## config.mk

```make
export PLATFORM = sky130hd
export DESIGN_NAME = moving_average_deadband_thermometer
export DESIGN_NICKNAME = d
export VERILOG_FILES = /design/src/sv/mavgdt_pkg.sv /design/src/sv/moving_average_deadband_thermometer.sv /design/src/sv/mavgdt_ram.sv /design/src/sv/mavgdt_window.sv /design/src/sv/mavgdt_divide.sv /design/src/sv/mavgdt_scale.sv
export VERILOG_INCLUDE_DIRS = /design/src /design/src/sv
export SDC_FILE = /design/constraint.sdc
export NUM_CORES = 2
export LEC_CHECK = 0
export ABC_CLOCK_PERIOD_IN_PS = 7400
export BUFFER_PORTS_ARGS = -buffer_cell sky130_fd_sc_hd__buf_2
export CAP_MARGIN = 10
export CORE_UTILIZATION = 30
export DETAILED_ROUTE_END_ITERATION = 10
export PLACE_DENSITY = 0.53
export SLEW_MARGIN = 25
export SYNTH_ARGS = -nofsm -noshare
export SYNTH_HDL_FRONTEND = slang
export SYNTH_SLANG_ARGS = --single-unit
```

## constraint.sdc

```tcl
create_clock -name clock -period 7.4 [get_ports clock]
set_input_delay 0.37 -clock clock [delete_from_list [all_inputs] [get_ports clock]]
set_output_delay 0.37 -clock clock [all_outputs]
set_load 0.005 [all_outputs]
```

## src/sv/moving_average_deadband_thermometer_defines.svh

```systemverilog
// ---------------------------------------------------------------------------
// Assertion macros for the moving average deadband thermometer
// Concurrent checks that compile away when SYNTH is defined.
// ---------------------------------------------------------------------------
`ifndef MOVING_AVERAGE_DEADBAND_THERMOMETER_DEFINES_SVH
`define MOVING_AVERAGE_DEADBAND_THERMOMETER_DEFINES_SVH
`ifndef SYNTH
`define MADT_ASSERT_IMPLY(label, clk, rst, ante, cons, msg) \
   label: assert property (@(posedge clk) disable iff (rst) (ante) |-> (cons)) \
      else $error(msg);
`define MADT_ASSERT_NEXT(label, clk, rst, ante, cons, msg) \
   label: assert property (@(posedge clk) disable iff (rst) (ante) |=> (cons)) \
      else $error(msg);
`else
`define MADT_ASSERT_IMPLY(label, clk, rst, ante, cons, msg)
`define MADT_ASSERT_NEXT(label, clk, rst, ante, cons, msg)
`endif
`endif

```

## src/sv/mavgdt_pkg.sv

```systemverilog
// ---------------------------------------------------------------------------
// mavgdt_pkg
// Shared widths, reset values, register indexes and types.
// ---------------------------------------------------------------------------
package mavgdt_pkg;

   localparam int WINDOW_DEF      = 50;
   localparam int SAMPLE_BITS_DEF = 10;

   localparam int AVG_W      = 10;
   localparam int TEMP_W     = 20;
   localparam int GAIN_W     = 10;
   localparam int DEADBAND_W = 16;
   localparam int CSR_ADDR_W = 2;
   localparam int CSR_DATA_W = 16;

   localparam logic [AVG_W-1:0]      AVG_MAX        = '1;
   localparam logic [GAIN_W-1:0]     GAIN_RESET     = GAIN_W'(500);
   localparam logic [DEADBAND_W-1:0] DEADBAND_RESET = DEADBAND_W'(819);

   localparam logic [CSR_ADDR_W-1:0] CSR_GAIN     = CSR_ADDR_W'(0);
   localparam logic [CSR_ADDR_W-1:0] CSR_DEADBAND = CSR_ADDR_W'(1);

   typedef struct packed {
      logic [GAIN_W-1:0]     gain;
      logic [DEADBAND_W-1:0] deadband;
   } cfg_type;

   function automatic int sum_width(input int window, input int bits);
      return $clog2(window * ((1 << bits) - 1) + 1);
   endfunction

endpackage

```

## src/sv/moving_average_deadband_thermometer.sv

```systemverilog
// Each result passes the window sum register, two divider stages and two scaling stages before rsp_valid.
// Throughput: one transaction per cycle while rsp_stall does not hold the pipeline,
// set by the running sum and the history RAM read ahead of the ring position.
// Reset (synchronous): clears history valid flags, window sum, held value and
// pipeline valids; gain returns to 500 and deadband to 819. No clearing pass.
// ---------------------------------------------------------------------------
// moving_average_deadband_thermometer
// Boxcar moving average of converter samples, scaled to temperature, with a
// deadband hold on the displayed value.
// ---------------------------------------------------------------------------
`include "moving_average_deadband_thermometer_defines.svh"

module moving_average_deadband_thermometer import mavgdt_pkg::*; #(
   parameter int WINDOW      = WINDOW_DEF,
   parameter int SAMPLE_BITS = SAMPLE_BITS_DEF
) (
   input  logic                   clock,
   input  logic                   reset,
   input  logic                   req_valid,
   output logic                   req_stall,
   input  logic [SAMPLE_BITS-1:0] req_sample,
   output logic                   rsp_valid,
   input  logic                   rsp_stall,
   output logic [AVG_W-1:0]       rsp_average,
   output logic [TEMP_W-1:0]      rsp_temperature,
   output logic [TEMP_W-1:0]      rsp_shown_value,
   output logic                   rsp_updated,
   input  logic                   csr_valid,
   output logic                   csr_ready,
   input  logic [CSR_ADDR_W-1:0]  csr_index,
   input  logic [CSR_DATA_W-1:0]  csr_data
);

   localparam int SUM_W = sum_width(WINDOW, SAMPLE_BITS);
   localparam int EXT_W = TEMP_W + 1;
   localparam logic [SUM_W-1:0] SUM_MAX = SUM_W'(WINDOW * ((1 << SAMPLE_BITS) - 1));

   cfg_type          cfg_ff, cfg_in;
   logic             req_ready;
   logic             sum_valid, sum_ready, avg_valid, avg_ready;
   logic [SUM_W-1:0] sum;
   logic [AVG_W-1:0] avg;
   logic [EXT_W-1:0] chk_t_plus_d, chk_s_plus_d;

   assign csr_ready = 1'b1;

   always_comb begin
      cfg_in = cfg_ff;
      if (csr_valid) begin
         case (csr_index)
            CSR_GAIN:     cfg_in.gain     = csr_data[GAIN_W-1:0];
            CSR_DEADBAND: cfg_in.deadband = csr_data[DEADBAND_W-1:0];
            default:      cfg_in = cfg_ff;
         endcase
      end
   end

   always_ff @(posedge clock) begin
      if (reset) begin
         cfg_ff.gain     <= GAIN_RESET;
         cfg_ff.deadband <= DEADBAND_RESET;
      end else begin
         cfg_ff <= cfg_in;
      end
   end

   assign req_stall = !req_ready;

   mavgdt_window #(
      .WINDOW      (WINDOW),
      .SAMPLE_BITS (SAMPLE_BITS)
   ) u_window (
      .clock     (clock),
      .reset     (reset),
      .in_valid  (req_valid),
      .in_ready  (req_ready),
      .in_sample (req_sample),
      .out_valid (sum_valid),
      .out_ready (sum_ready),
      .out_sum   (sum)
   );

   mavgdt_divide #(
      .WINDOW      (WINDOW),
      .SAMPLE_BITS (SAMPLE_BITS)
   ) u_divide (
      .clock     (clock),
      .reset     (reset),
      .in_valid  (sum_valid),
      .in_ready  (sum_ready),
      .in_sum    (sum),
      .out_valid (avg_valid),
      .out_ready (avg_ready),
      .out_avg   (avg)
   );

   mavgdt_scale u_scale (
      .clock       (clock),
      .reset       (reset),
      .cfg         (cfg_ff),
      .in_valid    (avg_valid),
      .in_ready    (avg_ready),
      .in_avg      (avg),
      .out_valid   (rsp_valid),
      .out_ready   (!rsp_stall),
      .out_avg     (rsp_average),
      .out_temp    (rsp_temperature),
      .out_shown   (rsp_shown_value),
      .out_updated (rsp_updated)
   );

   assign chk_t_plus_d = EXT_W'(rsp_temperature) + EXT_W'(cfg_ff.deadband);
   assign chk_s_plus_d = EXT_W'(rsp_shown_value) + EXT_W'(cfg_ff.deadband);

   `MADT_ASSERT_IMPLY(a_sum_bound, clock, reset, sum_valid, sum <= SUM_MAX, "window sum out of range")
   `MADT_ASSERT_IMPLY(a_upd_takes_temp, clock, reset, rsp_valid && rsp_updated, rsp_shown_value == rsp_temperature, "updated value differs from temperature")
   `MADT_ASSERT_NEXT(a_hold_stable, clock, reset, rsp_valid && rsp_stall, $stable(rsp_shown_value), "held value moved under stall")
   `MADT_ASSERT_IMPLY(a_hold_in_band, clock, reset, rsp_valid && !rsp_updated && !$changed(cfg_ff), (chk_t_plus_d >= EXT_W'(rsp_shown_value)) && (EXT_W'(rsp_temperature) <= chk_s_plus_d), "held value outside deadband")

endmodule

```

## src/sv/mavgdt_ram.sv

```systemverilog
// ---------------------------------------------------------------------------
// mavgdt_ram
// Generic single write port RAM with one registered read port.
// ---------------------------------------------------------------------------
module mavgdt_ram #(
   parameter int WIDTH = 8,
   parameter int DEPTH = 16,
   localparam int ADDR_W = (DEPTH > 1) ? $clog2(DEPTH) : 1
) (
   input  logic              clock,
   input  logic              wr_en,
   input  logic [ADDR_W-1:0] wr_addr,
   input  logic [WIDTH-1:0]  wr_data,
   input  logic [ADDR_W-1:0] rd_addr,
   output logic [WIDTH-1:0]  rd_data
);

   logic [WIDTH-1:0] mem_ff [DEPTH];
   logic [WIDTH-1:0] rd_data_ff;

   always_ff @(posedge clock) begin
      if (wr_en) begin
         mem_ff[wr_addr] <= wr_data;
      end
      rd_data_ff <= mem_ff[rd_addr];
   end

   assign rd_data = rd_data_ff;

endmodule

```

## src/sv/mavgdt_window.sv

```systemverilog
// ---------------------------------------------------------------------------
// mavgdt_window
// Sample history ring and running window sum.
// ---------------------------------------------------------------------------
module mavgdt_window import mavgdt_pkg::*; #(
   parameter int WINDOW      = WINDOW_DEF,
   parameter int SAMPLE_BITS = SAMPLE_BITS_DEF,
   localparam int SUM_W = sum_width(WINDOW, SAMPLE_BITS),
   localparam int IDX_W = $clog2(WINDOW)
) (
   input  logic                   clock,
   input  logic                   reset,
   input  logic                   in_valid,
   output logic                   in_ready,
   input  logic [SAMPLE_BITS-1:0] in_sample,
   output logic                   out_valid,
   input  logic                   out_ready,
   output logic [SUM_W-1:0]       out_sum
);

   logic [IDX_W-1:0]       pos_ff, pos_in;
   logic [WINDOW-1:0]      valid_ff;
   logic [SUM_W-1:0]       sum_ff, sum_in, sum_out_ff;
   logic                   out_valid_ff;
   logic [SAMPLE_BITS-1:0] rd_data, oldest;
   logic                   accept;

   assign in_ready = !out_valid_ff || out_ready;
   assign accept   = in_valid && in_ready;

   // read ahead: the slot for the next transaction is fetched from the next ring position
   always_comb begin
      pos_in = pos_ff;
      if (accept) begin
         if (pos_ff == IDX_W'(WINDOW - 1)) begin
            pos_in = '0;
         end else begin
            pos_in = pos_ff + 1'b1;
         end
      end
   end

   assign oldest = valid_ff[pos_ff] ? rd_data : '0;
   assign sum_in = sum_ff - SUM_W'(oldest) + SUM_W'(in_sample);

   mavgdt_ram #(
      .WIDTH (SAMPLE_BITS),
      .DEPTH (WINDOW)
   ) u_history (
      .clock   (clock),
      .wr_en   (accept),
      .wr_addr (pos_ff),
      .wr_data (in_sample),
      .rd_addr (pos_in),
      .rd_data (rd_data)
   );

   always_ff @(posedge clock) begin
      if (reset) begin
         pos_ff       <= '0;
         valid_ff     <= '0;
         sum_ff       <= '0;
         out_valid_ff <= 1'b0;
      end else begin
         pos_ff <= pos_in;
         if (accept) begin
            valid_ff[pos_ff] <= 1'b1;
            sum_ff           <= sum_in;
         end
         if (in_ready) begin
            out_valid_ff <= in_valid;
         end
      end
   end

   always_ff @(posedge clock) begin
      if (accept) begin
         sum_out_ff <= sum_in;
      end
   end

   assign out_valid = out_valid_ff;
   assign out_sum   = sum_out_ff;

endmodule

```

## src/sv/mavgdt_divide.sv

```systemverilog
// ---------------------------------------------------------------------------
// mavgdt_divide
// Window sum divided by the window length: reciprocal estimate, then one
// remainder correction and saturation to the average field.
// ---------------------------------------------------------------------------
module mavgdt_divide import mavgdt_pkg::*; #(
   parameter int WINDOW      = WINDOW_DEF,
   parameter int SAMPLE_BITS = SAMPLE_BITS_DEF,
   localparam int SUM_W = sum_width(WINDOW, SAMPLE_BITS)
) (
   input  logic             clock,
   input  logic             reset,
   input  logic             in_valid,
   output logic             in_ready,
   input  logic [SUM_W-1:0] in_sum,
   output logic             out_valid,
   input  logic             out_ready,
   output logic [AVG_W-1:0] out_avg
);

   localparam int PROD_W = 2 * SUM_W;
   localparam int CMP_W  = (SUM_W > AVG_W) ? SUM_W : AVG_W;
   localparam logic [SUM_W-1:0] RECIP_C = SUM_W'((2 ** SUM_W) / WINDOW);
   localparam logic [SUM_W-1:0] WIN_C   = SUM_W'(WINDOW);

   logic              s1_valid_ff, s2_valid_ff, s2_ready;
   logic [SUM_W-1:0]  s1_qest_ff, s1_sum_ff;
   logic [PROD_W-1:0] prod;
   logic [SUM_W-1:0]  wmul, rem, quot;
   logic [CMP_W-1:0]  quot_wide;
   logic [AVG_W-1:0]  avg_in, avg_ff;

   assign s2_ready = !s2_valid_ff || out_ready;
   assign in_ready = !s1_valid_ff || s2_ready;

   // estimate is exact or one low
   assign prod = PROD_W'(in_sum) * PROD_W'(RECIP_C);

   assign wmul      = s1_qest_ff * WIN_C;
   assign rem       = s1_sum_ff - wmul;
   assign quot      = s1_qest_ff + SUM_W'(rem >= WIN_C);
   assign quot_wide = CMP_W'(quot);
   assign avg_in    = (quot_wide > CMP_W'(AVG_MAX)) ? AVG_MAX : AVG_W'(quot_wide);

   always_ff @(posedge clock) begin
      if (reset) begin
         s1_valid_ff <= 1'b0;
         s2_valid_ff <= 1'b0;
      end else begin
         if (in_ready) begin
            s1_valid_ff <= in_valid;
         end
         if (s2_ready) begin
            s2_valid_ff <= s1_valid_ff;
         end
      end
   end

   always_ff @(posedge clock) begin
      if (in_ready && in_valid) begin
         s1_qest_ff <= prod[PROD_W-1:SUM_W];
         s1_sum_ff  <= in_sum;
      end
      if (s2_ready && s1_valid_ff) begin
         avg_ff <= avg_in;
      end
   end

   assign out_valid = s2_valid_ff;
   assign out_avg   = avg_ff;

endmodule

```

## src/sv/mavgdt_scale.sv

```systemverilog
// ---------------------------------------------------------------------------
// mavgdt_scale
// Gain scaling to temperature and deadband hold of the displayed value.
// ---------------------------------------------------------------------------
module mavgdt_scale import mavgdt_pkg::*; (
   input  logic              clock,
   input  logic              reset,
   input  cfg_type           cfg,
   input  logic              in_valid,
   output logic              in_ready,
   input  logic [AVG_W-1:0]  in_avg,
   output logic              out_valid,
   input  logic              out_ready,
   output logic [AVG_W-1:0]  out_avg,
   output logic [TEMP_W-1:0] out_temp,
   output logic [TEMP_W-1:0] out_shown,
   output logic              out_updated
);

   localparam int EXT_W = TEMP_W + 1;

   logic              a_valid_ff, b_valid_ff, b_ready, b_load;
   logic [AVG_W-1:0]  a_avg_ff, b_avg_ff;
   logic [TEMP_W-1:0] a_temp_ff, b_temp_ff, held_ff, held_in;
   logic              b_upd_ff, change;
   logic [EXT_W-1:0]  band_hi, temp_plus_d;

   assign b_ready  = !b_valid_ff || out_ready;
   assign in_ready = !a_valid_ff || b_ready;
   assign b_load   = b_ready && a_valid_ff;

   assign band_hi     = EXT_W'(held_ff) + EXT_W'(cfg.deadband);
   assign temp_plus_d = EXT_W'(a_temp_ff) + EXT_W'(cfg.deadband);
   assign change      = (EXT_W'(a_temp_ff) > band_hi) || (temp_plus_d < EXT_W'(held_ff));
   assign held_in     = change ? a_temp_ff : held_ff;

   always_ff @(posedge clock) begin
      if (reset) begin
         a_valid_ff <= 1'b0;
         b_valid_ff <= 1'b0;
         held_ff    <= '0;
      end else begin
         if (in_ready) begin
            a_valid_ff <= in_valid;
         end
         if (b_ready) begin
            b_valid_ff <= a_valid_ff;
         end
         if (b_load) begin
            held_ff <= held_in;
         end
      end
   end

   always_ff @(posedge clock) begin
      if (in_ready && in_valid) begin
         a_avg_ff  <= in_avg;
         a_temp_ff <= TEMP_W'(in_avg) * TEMP_W'(cfg.gain);
      end
      if (b_load) begin
         b_avg_ff  <= a_avg_ff;
         b_temp_ff <= a_temp_ff;
         b_upd_ff  <= change;
      end
   end

   assign out_valid   = b_valid_ff;
   assign out_avg     = b_avg_ff;
   assign out_temp    = b_temp_ff;
   assign out_shown   = held_ff;
   assign out_updated = b_upd_ff;

endmodule

```

==> metrics.yaml <==
rsz0062_at_grt: "false"
r2r_start: "u_divide.s1_qest_ff[1]"
ys_warn_count: 0
period_minus_slack_ps: 6371
setup_slack_ps: 1029
hold_path_depth: 3
synth_nets: 3437
via_count: 24000
regToRegSetupSlack_ps: 1030
place.gp.congestion: 0.8423
slew_headroom: 0.3135
clk_latency_ps: 680
min_to: "u_scale.a_valid_ff"
final_nets: 3578
cts_tree: "built"
grt_max_degree: 74
pre_cts_slack_ps: 1087
cp_common_cell: "ha_1"
crit_required_ps: 7740
wirelength_um: 95340
area_growth_pct: 14.12
worst-path-max-fanout: 10
cp.arrival_ps: 6710
ys_async_sr_fraction: 0
crit_type: "reg2reg"
placed_area_mm2: 0.04163
dpl.cell_count: 4756
drt_iter0_drc: 1861
synth-edff-count: 613
drive_above_1_share: 0.1367
drt.antenna.violating_nets: 0
wire_per_inst_um: 19.38
gr-usage-all-layers: 0.1460
fmax_ghz: 0.1570
cts_made_buffers: 79
drv_slew: 0
syn_area_mm2: 0.03890
hold_viol: 0
crit_path_start_kind: "flop"
cp_slowest_cell: "a41oi_1"
rows: 131
die_w_um: 362.1
crit_start: "u_divide.s1_qest_ff[1]"
synth_top_area_frac: 0.4732
cts_setup_buffers: 0
yosysSeqAreaShare: 0.5417
finalCritPeriodShare: 0.8609
met1_usage: 0.2036
antenna_found_initial: 8
stdcell_count: 4919
io_pins: 87
crit_path_end_kind: "flop"
grt_remaining_overflow: 0
portBuffers: 85
grt_use_met3: 0.02567
hpwl_um: 65380
cts_root_buffer: "clkbuf_16"
clock_sinks: 746
r2r-end: "u_divide.out_avg[4]"
first_pass_iters: 5
cp_slowest_stage_delay_ps: 630
syn_inst: 2983
synth-seq-cells: 746
fp.dieArea_mm2: 0.1311
fin_area_mm2: 0.04439
fillCellCount: 12510
clock_skew_ps: 65.80
synth_top_cell_by_area: "edfxtp_1"
path_buf_inv: 0
busiest_layer: "met2"
first_global_vias: 24000
synthTopCellsByArea: "edfxtp_1 (47%), ha_1 (9.4%), dfxtp_1 (6.8%)"
maxCapViolCount: 0
path_clk_slew_ps: 60
ys_types: 80
use_met2: 0.2350
core_area_mm2: 0.1280
fp.dieH_um: 362.1
drc: 0
status: "completed"
htree_num_levels: 3
viasPerCell: 4.879
rr_worst_depth: 25
syn_area_per_cell_um2: 13.04
setup_viol: 0
cp_top_family: "compound AO/OA/AOI/OAI gates"
cts.path.max_buffers: 3
grt_pass1_wl_um: 146500
tightest_slew_ps: 1026
start_util: 0.3039
synthFlopType: "edfxtp_1"
min-delay-start: "rsp_stall"
hp-class: "in2reg"
setup_tns_ps: 0
==> worst register-to-register path: cells and delay by family (launching register included) <==
kind                       cells  cell delay (ps)
AOI/OAI and AO/OA              9             2150
adders and majority gates      7             2100
and+or+nand+nor                6             1010
DFF                            1              490
xor gates and xnor gates       3              310
==> state kept, by name (all words and copies together), names as in the netlist, 6 cells and up <==
register	cells
u_window.pos_ff	6
u_window.u_history.rd_data	10
u_scale.a_temp_ff	20
u_window.valid_ff	50
u_scale.out_avg	10
u_scale.out_temp	20
u_window.sum_ff	16
u_divide.out_avg	10
u_divide.s1_qest_ff	11
u_window.out_sum	16
u_scale.a_avg_ff	10
u_window.u_history.mem_ff	500
cfg_ff	26
u_divide.s1_sum_ff	15
u_scale.out_shown	20
==> Yosys cell counts, types with 21 or more instances <==
cell type and instances:
edfxtp_1 613, ha_1 293, nand2_1 277, inv_1 230, nor2_1 206, a21oi_1 133, dfxtp_1 133, fa_1 128
mux4_2 104, nand3_1 80, clkbuf_1 79, xnor2_1 72, and2_1 55, o21ai_0 46, and3_1 35, a21o_1 30
nor3_1 29, mux2i_1 28, o22ai_1 28, xor2_1 26, nor2b_1 24, nand4_1 23, o21a_1 23, a31oi_1 22
o32ai_1 21
==> placed cells by master (no fill, tap or decap), types with 35 or more instances in the layout <==
| master | synthesis | routed |
|---|---|---|
| xnor2_1 | 72 | 71 |
| edfxtp_1 | 613 | 613 |
| nand2_1 | 277 | 277 |
| nand3_1 | 80 | 80 |
| inv_1 | 230 | 229 |
| nor2_1 | 206 | 194 |
| and2_1 | 55 | 55 |
| dfxtp_1 | 133 | 133 |
| fa_1 | 128 | 128 |
| buf_4 | 9 | 70 |
| mux4_2 | 104 | 104 |
| a21oi_1 | 133 | 132 |
| and3_1 | 35 | 35 |
| ha_1 | 293 | 293 |
| clkbuf_16 | 0 | 79 |
| o21ai_0 | 46 | 46 |
| buf_2 | 10 | 84 |
==> what timing repair did <==
action,4_1_cts,5_1_grt
gates resized for setup,0,0
hold buffers,16,0
endpoints found under the setup margin,0,0
hold endpoints to repair,26,0
==> metal layers <==
| metal | vias up | routed length (um) |
|---|---|---|
| li1 | 11220 | - |
| met1 | 12100 | 43830 |
| met2 | 548 | 44430 |
| met3 | 128 | 5006 |
| met4 | 6 | 2024 |
| met5 | - | 40 |
==> worst max-delay path by stage <==
stage,endpoint,cells after the start
6_report,u_divide.out_avg[4],25
5_1_grt,u_divide.out_avg[6],25
4_1_cts,u_divide.out_avg[4],25
3_5_place_dp,u_divide.out_avg[4],25
3_3_place_gp,u_divide.out_avg[8],25
2_1_floorplan,u_divide.out_avg[0],25
==> layout make-up <==
cell class	count	area, um^2	share of cell area
flip-flops and latches	746	21070	0.4746
multi-input cells	1895	16570	0.3732
diodes	1	2.502	0.00005637
clock inverters	44	493.0	0.01111
inverters	231	867.1	0.01953
clock buffers	102	2103	0.04738
repair buffers	171	1126	0.02537
well taps	1729	2163	0.04873
==> logic make-up after synthesis <==
| family | after synthesis | share of synthesized area |
|---|---|---|
| buffers and inverters | 342 | 0.03496 |
| and+or+nand+nor | 803 | 0.09618 |
| xor gates and xnor gates | 98 | 0.02207 |
| adders and majority gates | 421 | 0.1601 |
| other | 1 | 0.00009641 |
| DFF | 746 | 0.5417 |
| muxes | 141 | 0.07012 |
| AOI/OAI and AO/OA | 431 | 0.07476 |
==> per-stage QoR <==
stage,utilization,hold slack [ps]
finish,0.3468,86.33
global placement,0.3250,408.6
detailed placement,0.3252,405.2
CTS,0.3468,33.45
floorplan,-,400.3
global route,0.3468,67.84
Power is not shown: default switching activity piles up to over one toggle a cycle in this logic, so the estimate is an artifact.
